--- config.mk ---
export PLATFORM = sky130hd
export DESIGN_NAME = delta_varint_run_decoder
export DESIGN_NICKNAME = d
export VERILOG_FILES = /design/src/rtl/core/dvr_pkg.sv /design/src/rtl/core/delta_varint_run_decoder.sv
export SDC_FILE = /design/constraint.sdc
export NUM_CORES = 1
export LEC_CHECK = 0
export CELL_PAD_IN_SITES_DETAIL_PLACEMENT = 1
export CELL_PAD_IN_SITES_GLOBAL_PLACEMENT = 1
export CORE_MARGIN = 3
export CORE_UTILIZATION = 49
export DETAILED_ROUTE_END_ITERATION = 6
export DONT_BUFFER_PORTS = 1
export PLACE_DENSITY = 0.8
export RECOVER_POWER = 50
export SYNTH_ARGS = -nofsm -noshare
export SYNTH_HDL_FRONTEND = slang
export SYNTH_SLANG_ARGS = --single-unit
--- constraint.sdc ---
create_clock -name clk -period 5.6 [get_ports clk]
set_input_delay 0 -clock clk [delete_from_list [all_inputs] [get_ports clk]]
set_output_delay 0 -clock clk [all_outputs]
set_load 0.05 [all_outputs]
--- src/rtl/core/dvr_pkg.sv ---
package dvr_pkg;

  localparam int VALUE_BITS = 32;
  localparam int OUT_BITS   = 32;
  localparam int CHAR_BITS  = 8;
  localparam int DIGIT_BITS = 5;
  localparam int COUNT_BITS = 3;
  localparam int SHIFT_BITS = 5;

  localparam logic [CHAR_BITS-1:0]  RUN_BASE   = 8'h60;
  localparam logic [CHAR_BITS-1:0]  DATA_MASK  = 8'h1f;
  localparam logic [CHAR_BITS-1:0]  MORE_FLAG  = 8'h20;
  localparam logic [COUNT_BITS-1:0] MAX_DIGITS = 3'd7;

  typedef logic [VALUE_BITS-1:0] value_t;
  typedef logic [COUNT_BITS-1:0] count_t;
  typedef logic [DIGIT_BITS-1:0] digit_t;

endpackage

--- src/rtl/core/delta_varint_run_decoder.sv ---
// Channel   Dir  Word             Side info
// s_*       in   s_tdata: char    s_tuser: start_list
// m_*       out  m_tdata: value   m_tlast: last_of_item
//
// Input and output are parted by the result register, so words stream at one
// per cycle while m_tready is high and no run is pending. A run character yields
// (low five bits + 1) results: its extra results come from a down counter,
// and s_tready stays low until the counter is empty.
// Synchronous active-high rst clears the sum, the varint, the run counter and the output valid.
// A stall on m_tready holds the result register and blocks input.
module delta_varint_run_decoder
  import dvr_pkg::*;
(
  input  logic                 clk,
  input  logic                 rst,
  input  logic                 s_tvalid,
  output logic                 s_tready,
  input  logic [CHAR_BITS-1:0] s_tdata,   // [7:0] code_char
  input  logic                 s_tuser,   // [0] start_list
  output logic                 m_tvalid,
  input  logic                 m_tready,
  output logic [OUT_BITS-1:0]  m_tdata,   // [31:0] value
  output logic                 m_tlast    // last_of_item
);

  value_t                total, total_next;
  value_t                partial, partial_next;
  count_t                count, count_next;
  logic [DIGIT_BITS-1:0] run_left, run_left_next;
  logic                  out_valid, out_valid_next;
  logic [OUT_BITS-1:0]   out_value, out_value_next;
  logic                  out_last, out_last_next;

  logic                  slot_free;
  logic                  accept;
  value_t                eff_total, eff_partial;
  count_t                eff_count;
  logic                  is_run;
  digit_t                digit;
  logic [SHIFT_BITS-1:0] shift;
  value_t                new_partial;
  count_t                new_count;
  value_t                sum;

  assign slot_free = !out_valid || m_tready;
  assign s_tready  = (run_left == '0) && slot_free;
  assign accept    = s_tvalid && s_tready;

  assign m_tvalid = out_valid;
  assign m_tdata  = out_value;
  assign m_tlast  = out_last;

  always_comb begin
    eff_total   = s_tuser ? '0 : total;
    eff_partial = s_tuser ? '0 : partial;
    eff_count   = s_tuser ? '0 : count;
    is_run      = (eff_count == '0) && (s_tdata >= RUN_BASE);
    digit       = DIGIT_BITS'(s_tdata & DATA_MASK);
    shift       = {eff_count, 2'b00} + SHIFT_BITS'(eff_count);
    if (eff_count < MAX_DIGITS) begin
      new_partial = eff_partial | (VALUE_BITS'(digit) << shift);
      new_count   = eff_count + 1'b1;
    end else begin
      new_partial = eff_partial;
      new_count   = eff_count;
    end
    sum = eff_total + new_partial + VALUE_BITS'(1);
  end

  always_comb begin
    total_next     = total;
    partial_next   = partial;
    count_next     = count;
    run_left_next  = run_left;
    out_valid_next = out_valid && !m_tready;
    out_value_next = out_value;
    out_last_next  = out_last;
    if (run_left != '0) begin
      if (slot_free) begin
        total_next     = total + VALUE_BITS'(1);
        run_left_next  = run_left - 1'b1;
        out_valid_next = 1'b1;
        out_value_next = OUT_BITS'(total_next);
        out_last_next  = (run_left == DIGIT_BITS'(1));
      end
    end else if (accept) begin
      if (is_run) begin
        total_next     = eff_total + VALUE_BITS'(1);
        partial_next   = eff_partial;
        count_next     = eff_count;
        run_left_next  = digit;
        out_valid_next = 1'b1;
        out_value_next = OUT_BITS'(total_next);
        out_last_next  = (digit == '0);
      end else if ((s_tdata & MORE_FLAG) != '0) begin
        total_next   = eff_total;
        partial_next = new_partial;
        count_next   = new_count;
      end else begin
        total_next     = sum;
        partial_next   = '0;
        count_next     = '0;
        out_valid_next = 1'b1;
        out_value_next = OUT_BITS'(sum);
        out_last_next  = 1'b1;
      end
    end
  end

  always_ff @(posedge clk) begin
    if (rst) begin
      total     <= '0;
      partial   <= '0;
      count     <= '0;
      run_left  <= '0;
      out_valid <= 1'b0;
    end else begin
      total     <= total_next;
      partial   <= partial_next;
      count     <= count_next;
      run_left  <= run_left_next;
      out_valid <= out_valid_next;
    end
  end

  always_ff @(posedge clk) begin
    out_value <= out_value_next;
    out_last  <= out_last_next;
  end

  a_run_counter_loaded: assert property (@(posedge clk) disable iff (rst)
    (accept && is_run && digit != '0) |=> (run_left != '0))
    else $error("run counter not loaded for multi-result run");

  a_run_steps_by_one: assert property (@(posedge clk) disable iff (rst)
    (m_tvalid && m_tready && !m_tlast) |=>
      (m_tvalid && m_tdata == $past(m_tdata) + OUT_BITS'(1)))
    else $error("run result does not follow previous by one");

  a_run_has_result: assert property (@(posedge clk) disable iff (rst)
    (run_left != '0) |-> m_tvalid)
    else $error("run pending without a held result");

endmodule

Yosys cells after proc, flatten, opt, wreduce, memory -nomap -nowiden
Index checks and enable logic that the tools add are counted.
{"block": "word_totals", "n_memories": 0, "wordCells": 71, "latch_bits": 0, "register_bits": 106, "romBits": 0, "out_inout_bits": 35, "input_bits": 13, "ram_bits": 0}
{"block": "op_classes", "mux": 32, "div_mod_pow": 0, "reduce_logical": 17, "n_mul": 0, "bitwise_logic": 2, "n_lt_le_gt_ge": 2, "n_eq_ne": 3, "addsub": 7, "shift": 1}
{"op": "32-bit two-way mux", "count": 14}
{"op": "32-bit by 1-bit adder with 32-bit output (second input constant)", "count": 3}
{"op": "32-bit adder", "count": 1}
{"op": "32-bit bitwise OR", "count": 1}
{"op": "5-bit by 5-bit << shifter with 32-bit output", "count": 1}
{"op": "5-bit two-way mux", "count": 4}
{"op": "3-bit two-way mux", "count": 4}
{"op": "5-bit zero test", "count": 2}
{"op": "1-bit two-way mux", "count": 10}
{"op": "8-bit by 7-bit greater-or-equal comparator with 1-bit output (second input constant)", "count": 1}
{"op": "3-bit AND reduction", "count": 2}
{"op": "5-bit by 3-bit adder with 5-bit output", "count": 1}
{"op": "5-bit by 1-bit == test with 1-bit output (second input constant)", "count": 1}
{"op": "5-bit nonzero test", "count": 1}
{"op": "5-bit by 1-bit subtractor with 5-bit output (second input constant)", "count": 1}
{"op": "1-bit logical AND", "count": 4}
{"op": "2-bit AND reduction", "count": 2}
{"op": "2-bit nonzero test", "count": 2}
{"op": "3-bit by 1-bit adder with 3-bit output (second input constant)", "count": 1}
{"op": "3-bit zero test", "count": 1}
{"op": "3-bit less-than comparator (second input constant)", "count": 1}
{"op": "3-bit by 1-bit != test with 1-bit output (second input constant)", "count": 1}
{"op": "1-bit zero test", "count": 2}
{"op": "2-bit != test (second input constant)", "count": 1}
{"op": "2 further kinds", "count": 2}

Longest topological paths before layout
Gate-level depths: netlist of run 1.
{"block": "depth", "word_depth": 11, "ltp_mapped": 21, "depth_no_buf": 17}

Worst setup path after synthesis of run 1
Ideal clock, no wire load.
{"block": "synth_timing", "kind": "register to register", "startpoint": "register count[2]", "endpoint": "register out_value[30], in the netlist m_tdata[30], data pin", "setup_ns": 0.277, "period_less_slack_ns": 4.345, "path_buffers": 3, "stages_incl_launch_ff": 20, "required_ns": 5.323, "arrival_time_ns": 4.068, "path_slack_ns": 1.255, "cell_sequence": "dfxtp_1 -> clkbuf_1 -> clkbuf_1 -> and2_1 -> ha_1 -> clkbuf_1 -> nor2b_1 -> o2bb2ai_1 -> a22oi_1 -> o2bb2ai_1 -> inv_1 -> fa_1 -> nor2b_1 -> o2111a_1 -> o21ai_0 -> a21oi_1 -> a21oi_2 -> o31ai_2 -> xnor2_1 -> o221ai_1"}
{"block": "synth_via", "elab_chain_len": 11, "word_cells_on_any_way": 14, "classes_between": "add/sub: 3; order compare: 1; shift: 1; mux: 6; bitwise: 1; reduce/logical: 2"}
{"element": "start: declaration", "line_no": "delta_varint_run_decoder.sv:28", "source": "count_t count, count_next;"}
{"element": "start signal: assignment", "line_no": "delta_varint_run_decoder.sv:120", "source": "count <= count_next;"}
{"element": "3-bit two-way mux *", "line_no": "delta_varint_run_decoder.sv:56", "source": "eff_count = s_tuser ? '0 : count;"}
{"element": "5-bit by 3-bit adder with 5-bit output", "line_no": "delta_varint_run_decoder.sv:59", "source": "shift = {eff_count, 2'b00} + SHIFT_BITS'(eff_count);"}
{"element": "5-bit by 5-bit << shifter with 32-bit output", "line_no": "delta_varint_run_decoder.sv:61", "source": "new_partial = eff_partial | (VALUE_BITS'(digit) << shift);"}
{"element": "32-bit bitwise OR", "line_no": "delta_varint_run_decoder.sv:61"}
{"element": "32-bit two-way mux", "line_no": "delta_varint_run_decoder.sv:60", "source": "if (eff_count < MAX_DIGITS) begin"}
{"element": "32-bit adder", "line_no": "delta_varint_run_decoder.sv:67", "source": "sum = eff_total + new_partial + VALUE_BITS'(1);"}
{"element": "32-bit by 1-bit adder with 32-bit output", "line_no": "delta_varint_run_decoder.sv:67"}
{"element": "32-bit two-way mux", "line_no": "delta_varint_run_decoder.sv:95", "source": "end else if ((s_tdata & MORE_FLAG) != '0) begin"}
{"element": "32-bit two-way mux *", "line_no": "delta_varint_run_decoder.sv:87", "source": "if (is_run) begin"}
{"element": "32-bit two-way mux *", "line_no": "delta_varint_run_decoder.sv:86", "source": "end else if (accept) begin"}
{"element": "32-bit two-way mux *", "line_no": "delta_varint_run_decoder.sv:78", "source": "if (run_left != '0) begin"}
{"element": "named net out_value_next[30]", "line_no": "delta_varint_run_decoder.sv:31", "source": "logic [OUT_BITS-1:0] out_value, out_value_next;"}
{"element": "end signal: assignment", "line_no": "delta_varint_run_decoder.sv:127", "source": "out_value <= out_value_next;"}
{"element": "end: declaration", "line_no": "delta_varint_run_decoder.sv:31"}
Mark *: on every way through the listed nets, which the timed path passes. The rest lies on a longest branch. The select of a mux whose other input is x is not followed.
A chain may end at the register's enable or synchronous reset.

Final worst setup path of run 1
{"block": "layout_timing", "startpoint": "register count[2]", "endpoint": "register out_value[24], in the netlist m_tdata[24], data pin"}
Same word-level chain as after synthesis.

==> key figures, run 1 <==
Setup path
  – Number of buffers and inverters on the critical path: 1
  – Launching element type of the critical path: flop
  – Stage delay of the slowest cell on the critical path: 0.65 ns
  – Worst r2r src: count[2]$_SDFFE_PP0P_
  – Cell with the largest stage delay on the worst path: sky130_fd_sc_hd__dfxtp_1
  – CP top delay family: compound AO/OA/AOI/OAI gates
  – R2R cell count: 14
  – WS Path Type: reg -> reg
  – WP data required: 5.68 ns
  – Category of the worst setup path capture point: flop
  – FF-to-FF setup slack: 0.47 ns
  – Maximum fanout encountered on the critical timing path: 16
  – Crit path DAT: 5.21 ns
  – Chain of cells forming the critical path: and2_0 -> ha_1 -> inv_1 -> a22oi_1 -> o22ai_1 -> ha_1 -> nor2b_1 -> o2111a_1 -> o21ai_0 -> a21oi_1 -> a21oi_2 -> o21ai_0 -> xnor2_1 -> o221ai_1
  – Endpoint of the worst-slack reg-to-reg timing path: m_tdata[24]$_DFFE_PP_

Die
  – Die extent in x: roughly 150 um
  – Height of the chip: roughly 150 um
  – Starting utilization of the core area: 0.508
  – DIE AREA: 0.0214 mm^2
  – Count of standard-cell rows: 50
  – Count of pins on the block boundary: 48
  – Core area: approximately 0.019 mm^2

Worst hold path
  – Number of stages on the worst hold path: 2
  – Worst Min Path Start: rst
  – Destination of the worst hold path: total[25]$_SDFFE_PP0P_
  – Classification of the worst-slack hold path: in -> reg

Routing
  – Via count of the routed design: 10501
  – Initial DRT Pass Iterations: 5
  – Sum of routed wire length over all layers: 38.4 mm
  – Avg Vias per Cell: a little under 7
  – Per-cell routed wire length: 25.3 um
  – DRC violations left: 0
  – Remaining number of nets flagged by the antenna check after routing: 0
  – First-iteration detailed-routing DRC count: 1035

GRT
  – Total congestion overflow after global routing: 0
  – First-pass GRT wire length: 59.7 mm
  – GRT Overall Usage: 0.351
  – Initial antenna violation count: 0
  – Pin count of the biggest net entering global routing: 63
  – Via count of the first global-routing pass: 10170

STA
  – Endpoints failing setup: 0
  – Actual transition at the worst max-transition pin: 2.06 ns
  – Minimum hold slack: -0.00345 ns
  – Worst clock skew: 0.0129 ns
  – Worst path setup slack after routing: 0.470 ns
  – Final Hold Vio Count: 1
  – Final worst-path cycle share: 0.916
  – Max_slew headroom: -0.374
  – Max Transition Viols Final: 80
  – Final min period: 5.13 ns
  – Highest clock rate: roughly 200 MHz
  – Setup repair after global routing missed its margin: no
  – Post-Route Setup TNS: 0 ns

Outcome
  – Violated checks: negative hold slack, max-capacitance violations, max-slew violations
  – Run status: finished with violations

Logic synthesis
  – Post-Synthesis Mean Instance Area: ~7.3 um^2
  – Share of the yosys chip area belonging to registers: 0.254
  – Summed instance area of the synthesized netlist: 0.00966 mm^2
  – Syn_nets: between 1000 and 1500
  – Number of synthesized flops with an enable pin: 33
  – Warnings, synthesis: 0
  – Async set or reset register ratio after synthesis: 0
  – Proportion of netlist area held by the largest area contributor: 0.151
  – Synthesized instance count: approximately 1300
  – Cell type with the largest total area after synthesis: sky130_fd_sc_hd__dfxtp_1
  – Number of distinct standard cells referenced by the synthesized netlist: 89
  – Synthesized flop and latch total: between 100 and 150
  – Top post-synthesis cells by area: sky130_fd_sc_hd__dfxtp_1 (15%), sky130_fd_sc_hd__edfxtp_1 (10%), sky130_fd_sc_hd__a21oi_1 (6.2%), sky130_fd_sc_hd__nor2_1 (5.9%), sky130_fd_sc_hd__nand2_1 (4.9%)
  – Leading register cell type out of synthesis: sky130_fd_sc_hd__dfxtp_1

Layout
  – # nets final: 1307
  – Post-route insts no fill: 1520
  – Layout Area Growth over Synthesis: 4.72%
  – Ant. Diodes: 0
  – Share of post-route cells with drive strength above 1: 0.0524

Clocking
  – CTS Sinks: 106
  – Clock buffer depth: 2
  – Total number of H-tree levels: 3
  – Clock latency on the worst-skew pair: roughly 0.36 ns
  – Cell at the root of the clock tree: sky130_fd_sc_hd__clkbuf_16
  – CTS Buf Count: 9
  – Clock slew seen by the registers of the worst setup and hold paths: 0.08 ns
  – Buffers inserted during post-CTS setup optimization: 0
  – TritonCTS clock tree: yes

Placement
  – HPWL after DPL: 27.3 mm
  – # port buffers: 0
  – Number of placed instances with taps included: 1495
  – Worst slack after detailed placement: 0.439 ns
  – Final estimated routing congestion in global placement: 1.00

Pwr
  – Worst supply voltage drop on vdd: around 0.37 mV
  – Share of power burned in registers: 0.390
  – Internal power: 2.09 mW
  – Clock network fraction of total power: 0.150
  – Lkg Pwr: 3.68 nW
  – Proportion of total power due to net switching: 0.531
  – Part of the total power dissipated in combinational logic: 0.460
  – Post-layout total power: 4.45 mW
  – Power per Cell Area: between 400 and 500 mW/mm^2
  – Sw power: between 2 and 2.5 mW

Job
  – Maximum Capacitance Violations: 3
flip-flops by register name (all words and copies together) (netlist names):
| name | flops |
|---|---|
| m_tdata | 32 |
| partial | 32 |
| total | 32 |
| run_left | 5 |
| count | 3 |
| m_tlast | 1 |
| m_tvalid | 1 |
cell usage after synthesis, types with 12 or more instances:
master,instances
sky130_fd_sc_hd__a21o_1,22
sky130_fd_sc_hd__buf_2,17
sky130_fd_sc_hd__a21oi_1,120
sky130_fd_sc_hd__o21ai_0,81
sky130_fd_sc_hd__nand3_1,42
sky130_fd_sc_hd__xor2_1,24
sky130_fd_sc_hd__clkbuf_1,71
sky130_fd_sc_hd__edfxtp_1,33
sky130_fd_sc_hd__nor2b_1,32
sky130_fd_sc_hd__xnor2_1,40
sky130_fd_sc_hd__nor3_1,42
sky130_fd_sc_hd__a211oi_1,18
sky130_fd_sc_hd__a31oi_1,20
sky130_fd_sc_hd__nor4_1,14
sky130_fd_sc_hd__o211ai_1,12
sky130_fd_sc_hd__inv_1,43
sky130_fd_sc_hd__nand4_1,24
sky130_fd_sc_hd__a22oi_1,31
sky130_fd_sc_hd__ha_1,38
sky130_fd_sc_hd__nand2_1,127
sky130_fd_sc_hd__nor2_1,153
sky130_fd_sc_hd__dfxtp_1,73
sky130_fd_sc_hd__o22ai_1,21
sky130_fd_sc_hd__o21a_1,15
layer usage:
metal	vias to the layer above	track usage	wire length, um
met5	-	0	0
met4	0	0.166	1870
met3	105	0.0621	3260
met2	490	0.533	16600
met1	5158	0.486	16600
li1	4748	-	-
how the worst max path moves through the flow:
stage                               start                    end  slack [ns]  depth (start not counted)
global route        count[2]$_SDFFE_PP0P_  m_tdata[24]$_DFFE_PP_        0.13                         14
floorplan           count[2]$_SDFFE_PP0P_  m_tdata[30]$_DFFE_PP_        1.26                         19
global placement    count[1]$_SDFFE_PP0P_  m_tdata[26]$_DFFE_PP_        0.75                         14
finish              count[2]$_SDFFE_PP0P_  m_tdata[24]$_DFFE_PP_        0.47                         14
CTS                 count[1]$_SDFFE_PP0P_  m_tdata[30]$_DFFE_PP_        0.40                         16
detailed placement  count[1]$_SDFFE_PP0P_  m_tdata[30]$_DFFE_PP_        0.44                         16
power by group through the flow:
stage	Combinational (mW)	Sequential (mW)	Clock (mW)
floorplan	1.47	1.62	0
global placement	1.93	1.74	0
detailed placement	1.98	1.75	0
CTS	2.01	1.73	0.674
global route	2.21	1.77	0.698
finish	2.05	1.74	0.669
cell families (layout without fill, tap and decap cells):
| family | Yosys count | count (layout) | share of synthesized area |
|---|---|---|---|
| mux | 13 | 13 | 0.0166 |
| xor+xnor | 64 | 64 | 0.0580 |
| compound gates | 452 | 452 | 0.309 |
| flops | 106 | 106 | 0.254 |
| buf+inv | 144 | 85 | 0.0592 |
| fa+ha+maj | 39 | 39 | 0.0513 |
| simple gates | 501 | 501 | 0.252 |
placed cells by master, fill, tap and decap left out, types with 31 or more instances in the layout:
master | netlist | layout
sky130_fd_sc_hd__nor3_1 | 42 | 42
sky130_fd_sc_hd__a21oi_1 | 120 | 120
sky130_fd_sc_hd__inv_1 | 43 | 43
sky130_fd_sc_hd__edfxtp_1 | 33 | 33
sky130_fd_sc_hd__nor2b_1 | 32 | 31
sky130_fd_sc_hd__nand2_1 | 127 | 127
sky130_fd_sc_hd__a22oi_1 | 31 | 31
sky130_fd_sc_hd__dfxtp_1 | 73 | 73
sky130_fd_sc_hd__ha_1 | 38 | 38
sky130_fd_sc_hd__o21ai_0 | 81 | 82
sky130_fd_sc_hd__xnor2_1 | 40 | 40
sky130_fd_sc_hd__nor2_1 | 153 | 150
sky130_fd_sc_hd__nand3_1 | 42 | 42
per-stage QoR:
step | instance area [um^2] | util | hold slack [ns]
final | 10100 | 0.532 | -0.00345
after global routing | 10100 | 0.532 | 0.0203
after CTS | 10100 | 0.533 | 0.000968
after detailed placement | 9730 | 0.511 | 0.0836
after global placement | 9730 | 0.511 | 0.0789
after floorplan | 9660 | - | 0.140
cell type report:
class / instances / area (um^2)
multi-input combinational: 1069 / 6660
clock buffer: 13 / 282
clock inverter: 3 / 20.0
tap: 260 / 325
inverter: 44 / 165
sequential: 106 / 2450
timing repair buffer: 25 / 205
fill: 2436 / 8900
repair_timing:
action | in CTS | in global routing
hold buffers | 9 | 0
endpoints found under the setup margin | 0 | 3
resized for setup | 0 | 1
endpoints found under the hold margin | 63 | 0
Note: power is estimated with default switching activity, not from simulation.
==> inputs of run 2 (changes only) <==
- GPL_ROUTABILITY_DRIVEN: default -> 0
- PLACE_DENSITY: 0.8 -> 0.82
==> run 2 against run 1 <==
  * Cell count increased by 0.33%
  * Total power decreased by 0.47%
  * Sequential share of layout area about the same
  * Clock power decreased by 7.8%
  * Clock skew decreased by 0.0016 ns
  * Routed wire length increased by 0.91%
  * Largest power group unchanged
  * Critical endpoint is now m_tdata[30]$_DFFE_PP_
  * The flow finishes with violations (max-capacitance violations, max-slew violations)
  * Utilization increased by 0.059 points
==> key figures, run 2 (same netlist as run 1, synthesis figures left out) <==
Clocking
  – TritonCTS clock tree: yes
  – Clock latency on the worst-skew pair: 0.37 ns
  – CTS Sinks: 106
  – Clock buffer depth: 2
  – CTS Buf Count: 9
  – Clock slew seen by the registers of the worst setup and hold paths: ~0.080 ns
  – Cell at the root of the clock tree: sky130_fd_sc_hd__clkbuf_16
  – Total number of H-tree levels: 3

Routing
  – Wire length the detailed router placed on met1: 16.1 mm
  – First-iteration detailed-routing DRC count: approximately 1100
  – Initial DRT Pass Iterations: 5
  – Remaining number of nets flagged by the antenna check after routing: 0
  – Highest routed layer: met4
  – Via count of the routed design: 10582
  – DRC violations left: 0
  – Met3 WL: 3.75 mm
  – Per-cell routed wire length: 25.4 um
  – Met2 layer wire length in the routed design: 17.3 mm
  – Avg Vias per Cell: 6.94
  – Sum of routed wire length over all layers: 38.8 mm

STA
  – Final worst-path cycle share: 0.919
  – Final Hold Vio Count: 0
  – Highest clock rate: 194 MHz
  – Setup repair after global routing missed its margin: no
  – Max_slew headroom: -0.520
  – Endpoints failing setup: 0
  – Max Transition Viols Final: 68
  – Final min period: 5.14 ns
  – Post-Route Setup TNS: 0 ns
  – Actual transition at the worst max-transition pin: 2.28 ns
  – Worst clock skew: 0.0112 ns

Setup path
  – Launching element type of the critical path: flop
  – Cell with the largest stage delay on the worst path: sky130_fd_sc_hd__dfxtp_1
  – Most prevalent standard cell on the critical path: sky130_fd_sc_hd__nor2b_1
  – WP data required: approximately 5.7 ns
  – CP top delay family: compound AO/OA/AOI/OAI gates
  – Stage delay of the slowest cell on the critical path: 0.64 ns
  – Category of the worst setup path capture point: flop
  – Maximum fanout encountered on the critical timing path: 15
  – Crit path DAT: between 5 and 6 ns
  – Number of buffers and inverters on the critical path: 1
  – Chain of cells forming the critical path: nor2b_1 -> buf_4 -> mux4_2 -> nor2b_1 -> a31oi_1 -> o2bb2ai_1 -> ha_1 -> nand2_1 -> a21boi_0 -> nand4_1 -> a21oi_1 -> a21oi_2 -> o31ai_2 -> xnor2_1 -> o221ai_1
  – WS Path Type: reg -> reg

Placement
  – # port buffers: 0
  – HPWL after DPL: 27.0 mm

Die
  – Starting utilization of the core area: 0.508
  – Count of pins on the block boundary: 48
  – Count of standard-cell rows: 50
  – DIE AREA: between 0.02 and 0.025 mm^2
  – Die extent in x: 146 um
  – Height of the chip: 146 um
  – Core area: 0.0190 mm^2

Layout
  – Share of post-route cells with drive strength above 1: 0.0545
  – # nets final: 1312
  – Layout Area Growth over Synthesis: 4.83%
  – Most frequent cells in the layout: sky130_fd_sc_hd__nor2_1 (151), sky130_fd_sc_hd__nand2_1 (127), sky130_fd_sc_hd__a21oi_1 (120), sky130_fd_sc_hd__o21ai_0 (81), sky130_fd_sc_hd__dfxtp_1 (73)
  – Fill cells: 2455
  – Leading cell type in the layout, fill and taps excluded: sky130_fd_sc_hd__nor2_1
  – Ant. Diodes: 0

Pwr
  – Power per Cell Area: ~440 mW/mm^2
  – Post-layout total power: 4.43 mW
  – Lkg Pwr: 3.68 nW
  – Worst supply voltage drop on vdd: 0.291 mV

Outcome
  – Violated checks: max-capacitance violations, max-slew violations
  – Run status: finished with violations

GRT
  – Initial antenna violation count: 0
  – GRT Overall Usage: 0.352
  – Via count of the first global-routing pass: 10368
  – Pin count of the biggest net entering global routing: 60
  – Total congestion overflow after global routing: 0
  – First-pass GRT wire length: between 50 and 60 mm

Worst hold path
  – Classification of the worst-slack hold path: in -> reg

Job
  – Maximum Capacitance Violations: 2
[run 2: changes by cell type in the layout (fill, tap and decap cells not counted), moves of 2 or more]
| cell | delta |
|---|---|
| sky130_fd_sc_hd__buf_4 | +4 |
| sky130_fd_sc_hd__clkbuf_8 | -2 |
| sky130_fd_sc_hd__clkinvlp_4 | +2 |
| sky130_fd_sc_hd__dlygate4sd3_1 | +2 |
[run 2: stage by stage]
stage | util | area, um^2 | hold WS [ns] | cells | setup WS (ns)
floorplan | - | 9660 | 0.140 | 1319 | 1.26
global placement | 0.513 | 9750 | 0.0842 | 1498 | 0.784
detailed placement | 0.513 | 9750 | 0.0858 | 1498 | 0.545
CTS | 0.533 | 10100 | 0.00443 | 1524 | 0.529
global route | 0.532 | 10100 | 0.0254 | 1525 | 0.0239
finish | 0.532 | 10100 | 0.0151 | 1525 | 0.455
[run 2: report_power, final]
group | total [mW] | switching (mW) | internal, mW
sequential | 1.75 | 0.650 | 1.10
combinational | 2.07 | 1.42 | 0.653
clock | 0.617 | 0.313 | 0.303
[run 2: worst paths after layout]
kind | start | end | slack [ns] | depth (start not counted)
max | count[1]$_SDFFE_PP0P_ | m_tdata[30]$_DFFE_PP_ | 0.46 | 15
max reg2reg | count[1]$_SDFFE_PP0P_ | m_tdata[30]$_DFFE_PP_ | 0.46 | 15
min | s_tdata[5] | total[3]$_SDFFE_PP0P_ | 0.02 | 4
min reg2reg | partial[11]$_SDFFE_PP0P_ | partial[11]$_SDFFE_PP0P_ | 0.47 | 2
[run 2: repair_timing]
item	4_1_cts	5_1_grt
hold buffers	10	1
buffers inserted	0	0
hold endpoints to repair	64	1
setup endpoints to repair	0	3
gates resized for setup	0	1
[run 2: layout make-up]
class | instances | area [um^2] | share of cell area
sequential | 106 | 2450 | 0.242
timing repair buffer | 30 | 253 | 0.0250
clock inverter | 4 | 28.8 | 0.00284
multi-input combinational | 1069 | 6660 | 0.658
inverter | 44 | 165 | 0.0163
clock buffer | 12 | 236 | 0.0234
tap | 260 | 325 | 0.0321
[run 2: tightest hold or removal path: cells and delay by family]
family / cells / cell delay, ns
AOI/OAI and AO/OA: 3 / 0.28
and+or+nand+nor: 1 / 0.04
[run 2: routing by layer]
layer / track usage / vias up
li1: - / 4760
met1: 0.476 / 5154
met2: 0.548 / 562
met3: 0.0670 / 106
met4: 0.156 / 0
met5: 0 / -
==> inputs of run 3 (changes only) <==
- PLACE_DENSITY: 0.82 -> 0.93
==> run 3 against run 2 <==
  * The flow finishes with violations (negative hold slack, max-capacitance violations, max-slew violations)
  * Via count up 3.1%
  * Die area is the same
  * Setup slack worse by 0.077 ns
  * Clock skew shrank 0.0029 ns
  * Non-clock buffer count shrank 3
  * First-iteration DRC count rose by 21%
  * Cell count fell by 0.20%
  * Register-to-register slack worse by 0.08 ns
  * Largest cell class unchanged
  * Critical path type unchanged
  * Routed wire length increased by 1.6%
  * Sequential power about the same
  * Combinational power barely moved
  * Sequential share of layout area is essentially flat
  * Largest power group unchanged
==> key figures, run 3 (same netlist as run 1, synthesis figures left out) <==
Outcome
  – Run status: finished with violations
  – Violated checks: negative hold slack, max-capacitance violations, max-slew violations

Routing
  – Avg Vias per Cell: 7.17
  – Initial DRT Pass Iterations: 6
  – Via count of the routed design: ~11000
  – DRC violations left: 0
  – Remaining number of nets flagged by the antenna check after routing: 0
  – Per-cell routed wire length: approximately 26 um
  – First-iteration detailed-routing DRC count: 1336
  – Sum of routed wire length over all layers: approximately 39 mm

Layout
  – Post-route insts no fill: 1522
  – Fill cells: 2423
  – Leading cell type in the layout, fill and taps excluded: sky130_fd_sc_hd__nor2_1
  – Share of post-route cells with drive strength above 1: 0.0507
  – # nets final: 1309
  – Ant. Diodes: 0
  – Post-route cell area: 0.0101 mm^2
  – Most frequent cells in the layout: sky130_fd_sc_hd__nor2_1 (151), sky130_fd_sc_hd__nand2_1 (127), sky130_fd_sc_hd__a21oi_1 (120), sky130_fd_sc_hd__o21ai_0 (80), sky130_fd_sc_hd__dfxtp_1 (73)
  – Layout Area Growth over Synthesis: 4.81%

Pwr
  – Internal power: 2.12 mW
  – Power per Cell Area: 444 mW/mm^2
  – Lkg Pwr: about 3.7 nW
  – Sw power: 2.38 mW
  – Worst supply voltage drop on vdd: 0.358 mV
  – Clock network fraction of total power: 0.149
  – Part of the total power dissipated in combinational logic: 0.462
  – Proportion of total power due to net switching: 0.528
  – Share of power burned in registers: 0.389

Setup path
  – WP data required: 5.68 ns
  – Most prevalent standard cell on the critical path: sky130_fd_sc_hd__a21oi_1
  – FF-to-FF setup slack: 0.38 ns
  – Launching element type of the critical path: flop
  – WS Path Type: reg -> reg
  – Category of the worst setup path capture point: flop
  – Crit path DAT: 5.30 ns
  – Endpoint of the worst-slack reg-to-reg timing path: m_tdata[29]$_DFFE_PP_
  – Chain of cells forming the critical path: nor2b_1 -> and2_1 -> ha_1 -> or4b_2 -> a21oi_1 -> a21oi_1 -> nor2_1 -> a221o_1 -> ha_1 -> nand4_1 -> nor3_1 -> a21boi_0 -> a21oi_1 -> o41ai_1 -> xnor2_1 -> a211oi_1
  – Worst r2r src: count[0]$_SDFFE_PP0P_
  – Stage delay of the slowest cell on the critical path: 0.67 ns
  – Cell with the largest stage delay on the worst path: sky130_fd_sc_hd__dfxtp_1
  – Maximum fanout encountered on the critical timing path: 17
  – R2R cell count: 16

Die
  – Core area: roughly 0.019 mm^2
  – Count of standard-cell rows: 50
  – Height of the chip: 146 um
  – DIE AREA: 0.0214 mm^2
  – Count of pins on the block boundary: 48
  – Die extent in x: 146 um
  – Starting utilization of the core area: 0.508

STA
  – Post-Route Setup TNS: 0 ns
  – Max Transition Viols Final: 117
  – Endpoints failing setup: 0
  – Final worst-path cycle share: 0.933
  – Worst clock skew: 0.00830 ns
  – Minimum hold slack: -0.0000187 ns
  – Final Hold Vio Count: 1
  – Final min period: 5.22 ns
  – Max_slew headroom: -0.774
  – Worst path setup slack after routing: 0.378 ns
  – Highest clock rate: 191 MHz
  – Actual transition at the worst max-transition pin: 2.66 ns
  – Setup repair after global routing missed its margin: no

Clocking
  – Clock slew seen by the registers of the worst setup and hold paths: 0.08 ns
  – Clock buffer depth: 2
  – Buffers inserted during post-CTS setup optimization: 0
  – Cell at the root of the clock tree: sky130_fd_sc_hd__clkbuf_16
  – Total number of H-tree levels: 3
  – CTS Sinks: 106
  – TritonCTS clock tree: yes
  – CTS Buf Count: 9
  – Clock latency on the worst-skew pair: 0.37 ns

Placement
  – # port buffers: 0
  – HPWL after DPL: approximately 27 mm
  – Worst slack after detailed placement: ~0.54 ns
  – Post-place instance area: 0.00973 mm^2
  – Number of placed instances with taps included: around 1500

GRT
  – Via count of the first global-routing pass: about 11000
  – First-pass GRT wire length: around 61 mm
  – GRT Overall Usage: 0.354
  – Initial antenna violation count: 0
  – Pin count of the biggest net entering global routing: 64
  – Total congestion overflow after global routing: 0

Worst hold path
  – Destination of the worst hold path: total[3]$_SDFFE_PP0P_
  – Classification of the worst-slack hold path: in -> reg
  – Worst Min Path Start: s_tdata[5]
  – Number of stages on the worst hold path: 4

Job
  – Maximum Capacitance Violations: 3
==> run 3: cell types whose count changed in the layout (fill, tap and decap cells not counted), sizes merged <==
cell,before,now
clkbuf,17,19
dlygate4sd3,10,9
bufinv,0,1
buf,15,12
clkinvlp,2,1
clkinv,2,1
==> run 3: layout make-up <==
type                       instances  area (um^2)  share of cell area
multi-input combinational       1069         6660               0.658
sequential                       106         2450               0.242
tap                              260          325              0.0321
clock buffer                      13          250              0.0247
timing repair buffer              27          224              0.0221
inverter                          44          165              0.0163
clock inverter                     3         41.3             0.00408
==> run 3: what timing repair did <==
action,in CTS,in global routing
hold buffers,9,1
hold endpoints to repair,63,1
endpoints found under the setup margin,0,8
resized for setup,0,1
==> run 3: through the flow <==
stage / power [mW] / util
finish: 4.50 / 0.532
global route: 4.69 / 0.532
CTS: 4.41 / 0.533
detailed placement: 3.72 / 0.512
global placement: 3.62 / 0.512
floorplan: 3.10 / -
==> run 3: power by group through the flow <==
stage | sequential (mW) | combinational (mW) | clock (mW)
after floorplan | 1.62 | 1.47 | 0
after global placement | 1.74 | 1.88 | 0
after detailed placement | 1.75 | 1.97 | 0
after CTS | 1.74 | 2.00 | 0.674
after global routing | 1.77 | 2.22 | 0.699
final | 1.75 | 2.08 | 0.670
==> run 3: worst max-delay path, delay by kind of cell, from the launching register on <==
family                   cells  cell delay [ns]
flip-flops                   1             0.67
adder cells (fa/ha/maj)      2             0.83
AO/OA/AOI/OAI                7             1.90
AND/OR/NAND/NOR              6             1.28
XOR/XNOR                     1             0.24
==> run 3: per-layer routing <==
metal	part of all wire	wire length, um	up-vias	track usage
met2	0.45	17500	784	0.555
met3	0.11	4440	197	0.0739
met4	0.061	2380	0	0.196
met1	0.38	15000	5181	0.456
met5	0	0	-	0
li1	-	-	4753	-
==> run 3: worst max-delay path by stage <==
stage                          startpoint               endpoint  slack, ns  cells past startpoint
detailed placement  count[0]$_SDFFE_PP0P_  m_tdata[26]$_DFFE_PP_       0.54                     15
finish              count[0]$_SDFFE_PP0P_  m_tdata[29]$_DFFE_PP_       0.38                     16
CTS                 count[0]$_SDFFE_PP0P_  m_tdata[26]$_DFFE_PP_       0.45                     15
global placement    count[0]$_SDFFE_PP0P_  m_tdata[25]$_DFFE_PP_       0.76                     16
floorplan           count[2]$_SDFFE_PP0P_  m_tdata[30]$_DFFE_PP_       1.26                     19
global route        count[0]$_SDFFE_PP0P_  m_tdata[30]$_DFFE_PP_       0.09                     16
